--- config.mk ---
export PLATFORM = sky130hd
export DESIGN_NAME = sync_word_escaped_deframer_unit_flat
export DESIGN_NICKNAME = d
export VERILOG_FILES = /design/src/rtl/swed_pkg.sv /design/src/rtl/swed_if.sv /design/src/rtl/sync_word_escaped_deframer_unit.sv /design/src/flat_wrapper.sv
export SDC_FILE = /design/constraint.sdc
export NUM_CORES = 1
export LEC_CHECK = 0
export ABC_AREA = 1
export BUFFER_PORTS_ARGS = -buffer_cell sky130_fd_sc_hd__buf_2
export CAP_MARGIN = 10
export CORE_MARGIN = 2
export CORE_UTILIZATION = 40
export DETAILED_ROUTE_END_ITERATION = 16
export PLACE_DENSITY_LB_ADDON = 0.05
export SLEW_MARGIN = 20
export SYNTH_ARGS = -nofsm -noshare
export SYNTH_HDL_FRONTEND = slang
export SYNTH_SLANG_ARGS = --single-unit
--- constraint.sdc ---
create_clock -name clk -period 5.08 [get_ports clk]
set_input_delay 0.254 -clock clk [delete_from_list [all_inputs] [get_ports clk]]
set_output_delay 0.254 -clock clk [all_outputs]
set_load 0.01 [all_outputs]
--- src/rtl/swed_pkg.sv ---
// ----------------------------------------------------------------------------
// swed_pkg: shared definitions for the sync word escaped deframer
// Widths, phase and event codes, escape constants and the sync byte select.
// ----------------------------------------------------------------------------
package swed_pkg;

    // Number of sync bytes in the sync pattern
    localparam int SYNC_BYTES = 4;
    localparam int SYNC_CNT_W = (SYNC_BYTES > 1) ? $clog2(SYNC_BYTES) : 1;
    localparam int SYNC_EXT_W = (8 * SYNC_BYTES > 32) ? 8 * SYNC_BYTES : 32;

    // Field widths
    localparam int BYTE_W     = 8;
    localparam int KIND_W     = 2;
    localparam int CFG_IDX_W  = 1;
    localparam int CFG_DATA_W = 32;

    // Register indexes
    localparam logic [CFG_IDX_W-1:0] REG_SYNC_WORD      = 1'd0;
    localparam logic [CFG_IDX_W-1:0] REG_PAYLOAD_LENGTH = 1'd1;

    // Reset values of the registers
    localparam logic [31:0]       SYNC_WORD_RST      = 32'h0000_0000;
    localparam logic [BYTE_W-1:0] PAYLOAD_LENGTH_RST = 8'd38;

    // Escape handling
    localparam logic [BYTE_W-1:0] ESC_BYTE    = 8'hFF;
    localparam logic [BYTE_W-1:0] PARITY_MARK = 8'h00;

    // Phase codes
    localparam logic [1:0] PH_HUNT   = 2'd0;
    localparam logic [1:0] PH_DATA   = 2'd1;
    localparam logic [1:0] PH_ESC    = 2'd2;
    localparam logic [1:0] PH_PARITY = 2'd3;

    // Event kinds
    localparam logic [KIND_W-1:0] EV_PAYLOAD  = 2'd0;
    localparam logic [KIND_W-1:0] EV_MISMATCH = 2'd1;
    localparam logic [KIND_W-1:0] EV_PARITY   = 2'd2;
    localparam logic [KIND_W-1:0] EV_BADESC   = 2'd3;

    typedef logic [SYNC_CNT_W-1:0] sync_cnt_t;

    // Expected sync byte k; first byte sits in the top byte of the pattern,
    // bytes beyond the 32-bit register read as zero
    function automatic logic [BYTE_W-1:0] expected_sync(
        input logic [31:0] word,
        input sync_cnt_t   k
    );
        logic [SYNC_EXT_W-1:0] ext;
        int                    sel;
        ext = SYNC_EXT_W'(word);
        sel = SYNC_BYTES - 1 - int'(k);
        return ext[8*sel +: 8];
    endfunction

endpackage

--- src/rtl/swed_if.sv ---
// ----------------------------------------------------------------------------
// swed_if: channel interfaces of the deframer
// Byte input channel, event output channel and register write channel.
// ----------------------------------------------------------------------------

// Received byte channel
interface swed_in_if;
    logic       valid;
    logic       ready;
    logic [7:0] rx_byte;

    modport source (output valid, output rx_byte, input ready);
    modport sink   (input valid, input rx_byte, output ready);
endinterface

// Event channel
interface swed_out_if;
    logic       valid;
    logic       ready;
    logic [1:0] event_kind;
    logic [7:0] data_byte;
    logic [7:0] byte_position;
    logic       frame_last;

    modport source (output valid, output event_kind, output data_byte,
                    output byte_position, output frame_last, input ready);
    modport sink   (input valid, input event_kind, input data_byte,
                    input byte_position, input frame_last, output ready);
endinterface

// Register write channel
interface swed_cfg_if;
    logic        valid;
    logic        ready;
    logic [0:0]  index;
    logic [31:0] data;

    modport source (output valid, output index, output data, input ready);
    modport sink   (input valid, input index, input data, output ready);
endinterface

--- src/rtl/sync_word_escaped_deframer_unit.sv ---
// ----------------------------------------------------------------------------
// sync_word_escaped_deframer_unit: fixed-length sync word deframer
// Hunts for the sync pattern, collects a fixed number of escaped payload
// bytes and reports payload bytes and framing errors as events.
// ----------------------------------------------------------------------------

// One byte is accepted on every cycle that the event side keeps up; an
// accepted byte is held in the input register, where the deframer state is
// updated, and its event, if it has one, then moves to the event register.
// The event register holds a result while the next byte is taken in; when
// it stays stalled, the input register fills and rx.ready drops. Registers
// are written through cfg (always ready) and should only be changed while
// no byte is in flight.
module sync_word_escaped_deframer_unit (
    input  logic              clk,
    input  logic              rst_n,
    swed_in_if.sink           rx,
    swed_out_if.source        ev,
    swed_cfg_if.sink          cfg
);
    import swed_pkg::*;

    // Registers
    logic [31:0]         sync_word_reg;
    logic [BYTE_W-1:0]   payload_length_reg;

    // Input stage
    logic                in_valid_reg;
    logic [BYTE_W-1:0]   in_byte_reg;

    // Deframer state
    logic [1:0]          phase_reg,         phase_next;
    sync_cnt_t           sync_matched_reg,  sync_matched_next;
    logic [BYTE_W-1:0]   payload_count_reg, payload_count_next;

    // Event register
    logic                out_valid_reg;
    logic [KIND_W-1:0]   kind_reg,   kind_next;
    logic [BYTE_W-1:0]   data_reg,   data_next;
    logic [BYTE_W-1:0]   pos_reg,    pos_next;
    logic                last_reg,   last_next;

    logic                has_result;
    logic                stage_fire;
    logic [BYTE_W-1:0]   count_inc;

    // Register writes
    assign cfg.ready = 1'b1;

    always_ff @(posedge clk or negedge rst_n)
    begin
        if (!rst_n)
        begin
            sync_word_reg      <= SYNC_WORD_RST;
            payload_length_reg <= PAYLOAD_LENGTH_RST;
        end
        else if (cfg.valid)
        begin
            case (cfg.index)
                REG_SYNC_WORD:      sync_word_reg      <= cfg.data;
                REG_PAYLOAD_LENGTH: payload_length_reg <= cfg.data[BYTE_W-1:0];
                default:            ;
            endcase
        end
    end

    // Decode of the byte in the input register
    assign count_inc = payload_count_reg + 8'd1;

    always_comb
    begin
        phase_next         = phase_reg;
        sync_matched_next  = sync_matched_reg;
        payload_count_next = payload_count_reg;
        has_result         = 1'b0;
        kind_next          = EV_PAYLOAD;
        data_next          = in_byte_reg;
        pos_next           = '0;
        last_next          = 1'b0;

        case (phase_reg)
            PH_HUNT:
            begin
                if (in_byte_reg == expected_sync(sync_word_reg, sync_matched_reg))
                begin
                    if (sync_matched_reg == SYNC_CNT_W'(SYNC_BYTES - 1))
                    begin
                        sync_matched_next  = '0;
                        payload_count_next = '0;
                        phase_next         = PH_DATA;
                    end
                    else
                    begin
                        sync_matched_next = sync_matched_reg + SYNC_CNT_W'(1);
                    end
                end
                else
                begin
                    sync_matched_next = '0;
                    has_result        = 1'b1;
                    kind_next         = EV_MISMATCH;
                end
            end
            PH_DATA, PH_ESC:
            begin
                if ((phase_reg == PH_DATA && in_byte_reg != ESC_BYTE) ||
                    (phase_reg == PH_ESC && in_byte_reg == ESC_BYTE))
                begin
                    // payload byte, plain or escaped
                    has_result = 1'b1;
                    kind_next  = EV_PAYLOAD;
                    pos_next   = payload_count_reg;
                    last_next  = (count_inc == payload_length_reg);
                    if (last_next)
                    begin
                        phase_next         = PH_HUNT;
                        sync_matched_next  = '0;
                        payload_count_next = '0;
                    end
                    else
                    begin
                        phase_next         = PH_DATA;
                        payload_count_next = count_inc;
                    end
                end
                else if (phase_reg == PH_DATA)
                begin
                    phase_next = PH_ESC;
                end
                else if (in_byte_reg == PARITY_MARK)
                begin
                    phase_next = PH_PARITY;
                end
                else
                begin
                    phase_next         = PH_HUNT;
                    sync_matched_next  = '0;
                    payload_count_next = '0;
                    has_result         = 1'b1;
                    kind_next          = EV_BADESC;
                end
            end
            default:
            begin
                // byte after a parity mark is reported and dropped
                phase_next         = PH_HUNT;
                sync_matched_next  = '0;
                payload_count_next = '0;
                has_result         = 1'b1;
                kind_next          = EV_PARITY;
            end
        endcase
    end

    // Input stage moves on when its event, if any, has room
    assign stage_fire = in_valid_reg && (!has_result || !out_valid_reg || ev.ready);
    assign rx.ready   = !in_valid_reg || stage_fire;

    always_ff @(posedge clk or negedge rst_n)
    begin
        if (!rst_n)
        begin
            in_valid_reg <= 1'b0;
        end
        else if (rx.ready)
        begin
            in_valid_reg <= rx.valid;
        end
    end

    always_ff @(posedge clk)
    begin
        if (rx.ready && rx.valid)
        begin
            in_byte_reg <= rx.rx_byte;
        end
    end

    // Deframer state update
    always_ff @(posedge clk or negedge rst_n)
    begin
        if (!rst_n)
        begin
            phase_reg         <= PH_HUNT;
            sync_matched_reg  <= '0;
            payload_count_reg <= '0;
        end
        else if (stage_fire)
        begin
            phase_reg         <= phase_next;
            sync_matched_reg  <= sync_matched_next;
            payload_count_reg <= payload_count_next;
        end
    end

    // Event register
    always_ff @(posedge clk or negedge rst_n)
    begin
        if (!rst_n)
        begin
            out_valid_reg <= 1'b0;
        end
        else if (stage_fire && has_result)
        begin
            out_valid_reg <= 1'b1;
        end
        else if (ev.ready)
        begin
            out_valid_reg <= 1'b0;
        end
    end

    always_ff @(posedge clk)
    begin
        if (stage_fire && has_result)
        begin
            kind_reg <= kind_next;
            data_reg <= data_next;
            pos_reg  <= pos_next;
            last_reg <= last_next;
        end
    end

    assign ev.valid         = out_valid_reg;
    assign ev.event_kind    = kind_reg;
    assign ev.data_byte     = data_reg;
    assign ev.byte_position = pos_reg;
    assign ev.frame_last    = last_reg;

    // Checks
    a_err_no_pos: assert property (@(posedge clk) disable iff (!rst_n)
        (out_valid_reg && kind_reg != EV_PAYLOAD) |-> (pos_reg == '0 && !last_reg))
        else $error("error event carries a position or last flag");

    a_match_only_hunt: assert property (@(posedge clk) disable iff (!rst_n)
        (phase_reg != PH_HUNT) |-> (sync_matched_reg == '0))
        else $error("sync match count left over outside hunt");

    a_count_clear_hunt: assert property (@(posedge clk) disable iff (!rst_n)
        (phase_reg == PH_HUNT) |-> (payload_count_reg == '0))
        else $error("payload count not cleared while hunting");

    a_stall_holds_input: assert property (@(posedge clk) disable iff (!rst_n)
        (in_valid_reg && !stage_fire) |=> (in_valid_reg && $stable(in_byte_reg)))
        else $error("stalled input byte lost");

endmodule
--- src/flat_wrapper.sv ---
// flat-port wrapper written by rule: the top's interface ports become plain ports
module sync_word_escaped_deframer_unit_flat import swed_pkg::*;
  (clk, rst_n, rx_valid, rx_rx_byte, rx_ready, ev_valid, ev_event_kind, ev_data_byte, ev_byte_position, ev_frame_last, ev_ready, cfg_valid, cfg_index, cfg_data, cfg_ready);
  swed_in_if rx_i ();
  swed_out_if ev_i ();
  swed_cfg_if cfg_i ();
  input  logic clk;
  input  logic rst_n;
  input wire logic [$bits(rx_i.valid)-1:0] rx_valid;
  input wire logic [$bits(rx_i.rx_byte)-1:0] rx_rx_byte;
  output wire logic [$bits(rx_i.ready)-1:0] rx_ready;
  output wire logic [$bits(ev_i.valid)-1:0] ev_valid;
  output wire logic [$bits(ev_i.event_kind)-1:0] ev_event_kind;
  output wire logic [$bits(ev_i.data_byte)-1:0] ev_data_byte;
  output wire logic [$bits(ev_i.byte_position)-1:0] ev_byte_position;
  output wire logic [$bits(ev_i.frame_last)-1:0] ev_frame_last;
  input wire logic [$bits(ev_i.ready)-1:0] ev_ready;
  input wire logic [$bits(cfg_i.valid)-1:0] cfg_valid;
  input wire logic [$bits(cfg_i.index)-1:0] cfg_index;
  input wire logic [$bits(cfg_i.data)-1:0] cfg_data;
  output wire logic [$bits(cfg_i.ready)-1:0] cfg_ready;
  assign rx_i.valid = rx_valid;
  assign rx_i.rx_byte = rx_rx_byte;
  assign rx_ready = rx_i.ready;
  assign ev_valid = ev_i.valid;
  assign ev_event_kind = ev_i.event_kind;
  assign ev_data_byte = ev_i.data_byte;
  assign ev_byte_position = ev_i.byte_position;
  assign ev_frame_last = ev_i.frame_last;
  assign ev_i.ready = ev_ready;
  assign cfg_i.valid = cfg_valid;
  assign cfg_i.index = cfg_index;
  assign cfg_i.data = cfg_data;
  assign cfg_ready = cfg_i.ready;
  sync_word_escaped_deframer_unit u_core (.clk(clk), .rst_n(rst_n), .rx(rx_i), .ev(ev_i), .cfg(cfg_i));
endmodule
==> out/summary.json <==
{
  "synthesis": {
    "yosysWarningCount": 0,
    "synth_seq_cells": 81,
    "synth_sequential_area_ratio_pct": 53.46,
    "syn_area_um2": 4051,
    "syn_inst": 444,
    "synth_cell_type_count": 33,
    "async_flop_share_pct": 66.67,
    "synth_ff_type": "sky130_fd_sc_hd__dfrtp_1",
    "synth_edf_count": 27,
    "synth_area_per_cell_um2": 9.125,
    "synth_fp_nets": 496
  },
  "routing": {
    "final_antenna_net_count": 0,
    "detail_route.iter0.violations": 98,
    "drt_pass1_iterations": 4,
    "post-route-drc-count": 0,
    "drt-vias-per-instance": 4.712,
    "totalWireLength_mm": 8.370,
    "routed-via-count": 3058,
    "post_detailed_route_wirelength_per_cell_um": 12.90
  },
  "clock_network": {
    "quantity_of_gates_resized_following_cts": 0,
    "cts_max_level": 3,
    "clk-insertion-delay-late_ps": 360,
    "cts_root_buf": "sky130_fd_sc_hd__clkbuf_8",
    "cts_tree": "built",
    "cts_made_buffers": 9,
    "clock-sinks": 81,
    "postCtsSetupBuffers": 0,
    "path_clk_slew_ps": 80,
    "cts-root-to-sink-buffers": 2,
    "postCtsHoldBufs": 0
  },
  "final_layout": {
    "largest_reg_flops": 32,
    "area_delta_synth_final_pct": 15.29,
    "nFillCells": 999,
    "antenna-diode-count": 0,
    "fin_nets": 563,
    "layout.area.seq_um2": 2166,
    "multi_input_area_um2": 1620,
    "post_route_cells_drive_above_1_share_pct": 25.78
  },
  "global_route": {
    "pin_count_of_the_biggest_net_entering_global_routing": 55,
    "gr-total-overflow": 0,
    "grt_pass1_vias": 2948,
    "grt_first_pass_wirelength_mm": 14.31,
    "grt_use_total_pct": 16.49,
    "initial_antenna_violation_count": 0
  },
  "floorplanning": {
    "die_h_um": 104.6,
    "rows": 36,
    "floorplan.initialDensity_pct": 41.26,
    "die_x_um": 104.6,
    "design.die.area_um2": 10950,
    "coreArea_um2": 9819,
    "ioPinCount": 68
  },
  "critical_path": {
    "crit_path_start_kind": "flop",
    "cp.required_ps": 5080,
    "setup.reg_to_reg.worst_slack_ps": 2180,
    "worstRegToRegCells": 14,
    "critPathMaxFanout": 20,
    "crit-reg2reg-capture": "u_core.ev.byte_position[5]",
    "critical_path_arrival_ps": 2900,
    "timing.rr.start": "u_core.sync_matched_reg[0]",
    "setup.worst_path.class": "reg2reg",
    "cp-startpoint": "u_core.sync_matched_reg[0]",
    "end_kind": "flop"
  },
  "timing": {
    "post_route_fraction_of_the_period_consumed_by_the_critical_path_pct": 57.10,
    "final_critical_path_required_period_ps": 2901,
    "grt_setup_unrepaired": "no",
    "fmax_mhz": 344.8,
    "slew_violations": 0,
    "hold_viol_final": 0,
    "setup_ws_ps": 2179,
    "tightestPinTransition_ps": 702.1,
    "fin_skew_ps": 10.42,
    "max_slew_margin_pct": 53.19,
    "fin_tns_setup_ps": 0,
    "report.final.setup_viol": 0
  },
  "power": {
    "p_leak_uw": 0.002220,
    "vdd.ir_drop.worst_mv": 0.1201,
    "power.density_nw_per_um2": 309.7
  },
  "outcome": {
    "run_status": "finished, final reports clean"
  },
  "placed_design": {
    "pre_cts_slack_ps": 2145,
    "globalplace.congestion": 0.8541,
    "port_buffers": 66,
    "placed_wire_length_estimate_mm": 6.266
  },
  "worst_hold_path": {
    "hold_path.class": "in2async"
  },
  "flow_run": {
    "cap_viol_max_count": 0
  }
}
==> layout make-up <==
| class | count | share of cell area (%) |
|---|---|---|
| Sequential cell | 81 | 46.37 |
| Multi-Input combinational cell | 302 | 34.69 |
| Timing Repair Buffer | 68 | 7.394 |
| Inverter | 49 | 3.991 |
| Tap cell | 133 | 3.563 |
| Clock buffer | 10 | 2.732 |
| Clock inverter | 6 | 1.259 |
==> Yosys cell counts (3+ instances only) <==
cell                       number  area share (%)
sky130_fd_sc_hd__dfstp_2        3             1.9
sky130_fd_sc_hd__nand4_1       10             1.5
sky130_fd_sc_hd__buf_6          3            0.83
sky130_fd_sc_hd__mux2_2        24             6.7
sky130_fd_sc_hd__dfrtp_1       51              32
sky130_fd_sc_hd__nand3_2        6             1.5
sky130_fd_sc_hd__nand3b_1       5            0.93
sky130_fd_sc_hd__o21ai_0       18             2.2
sky130_fd_sc_hd__buf_4          3            0.56
sky130_fd_sc_hd__o21ai_1        3            0.37
sky130_fd_sc_hd__nand3_1       30             3.7
sky130_fd_sc_hd__inv_1         45             4.2
sky130_fd_sc_hd__clkbuf_1       6            0.56
sky130_fd_sc_hd__nor2_1        31             2.9
sky130_fd_sc_hd__nand2_4        4             1.1
sky130_fd_sc_hd__edfxtp_1      27              20
sky130_fd_sc_hd__nand2_2        7             1.1
sky130_fd_sc_hd__ha_1           6             1.9
sky130_fd_sc_hd__nand2_1      144              13
==> critical path, stage by stage (launching register included) <==
cell                       delay, ps
sky130_fd_sc_hd__dfrtp_1         760
sky130_fd_sc_hd__inv_4           200
sky130_fd_sc_hd__nand2_1         110
sky130_fd_sc_hd__nand3_1         130
sky130_fd_sc_hd__nand2_1         100
sky130_fd_sc_hd__nand2_1          50
sky130_fd_sc_hd__nand2_1          50
sky130_fd_sc_hd__nand2_1          60
sky130_fd_sc_hd__nor2_2          100
sky130_fd_sc_hd__nand2_2          90
sky130_fd_sc_hd__nand2_4         100
sky130_fd_sc_hd__nand2_4          70
sky130_fd_sc_hd__a21boi_1        130
sky130_fd_sc_hd__nand2_1          80
sky130_fd_sc_hd__inv_1           490
==> through the flow <==
stage	hold WS, ps	power [uW]	utilization [%]	cells	area, um2
after floorplan	-41.59	926.4	-	444	4051
after global placement	430.7	1000	45.67	633	4484
after detailed placement	432.7	1004	45.67	633	4484
after CTS	38.18	1466	47.57	649	4671
after global routing	54.96	1517	47.57	649	4671
final	20.39	1446	47.57	649	4671
==> where the power goes <==
group	switching [uW]	internal, uW	total (uW)
combinational	103	84.7	188
clock	237	224	461
sequential	46.2	752	798
==> cells in the final DEF (no fill, tap or decap), types with 9 or more instances in the layout <==
cell type and instances:
sky130_fd_sc_hd__nand3_1 30, sky130_fd_sc_hd__buf_2 66, sky130_fd_sc_hd__edfxtp_1 27, sky130_fd_sc_hd__nand2_1 144, sky130_fd_sc_hd__dfrtp_1 51, sky130_fd_sc_hd__inv_1 45, sky130_fd_sc_hd__mux2_2 24, sky130_fd_sc_hd__o21ai_0 18
sky130_fd_sc_hd__nand4_1 10, sky130_fd_sc_hd__clkbuf_8 9, sky130_fd_sc_hd__nor2_1 31
==> worst max-delay path by stage <==
stage,to,slack (ps),cells after the start
floorplan,u_core.ev.byte_position[0],2780,15
global placement,u_core.ev.byte_position[5],2210,14
detailed placement,u_core.ev.byte_position[5],2140,14
CTS,u_core.ev.byte_position[5],2100,14
global route,u_core.ev.byte_position[5],1720,14
finish,u_core.ev.byte_position[5],2180,14
==> logic make-up (layout without fill, tap and decap cells) <==
logic type / Yosys count / after routing / synth area share [%]
and+or+nand+nor: 243 / 243 / 27.55
DFF: 81 / 81 / 53.46
buffers and inverters: 61 / 133 / 6.547
AOI/OAI and AO/OA: 26 / 26 / 3.397
muxes: 24 / 24 / 6.671
adders and majority gates: 6 / 6 / 1.853
xor gates and xnor gates: 2 / 2 / 0.4324
other: 1 / 1 / 0.09256
==> per-layer routing <==
metal,track usage [%],wire (um)
met1,23.93,4289
met4,7.429,162
met2,24.42,3621
met5,0,0
met3,2.433,295
Power figures use the tool's default switching activity.
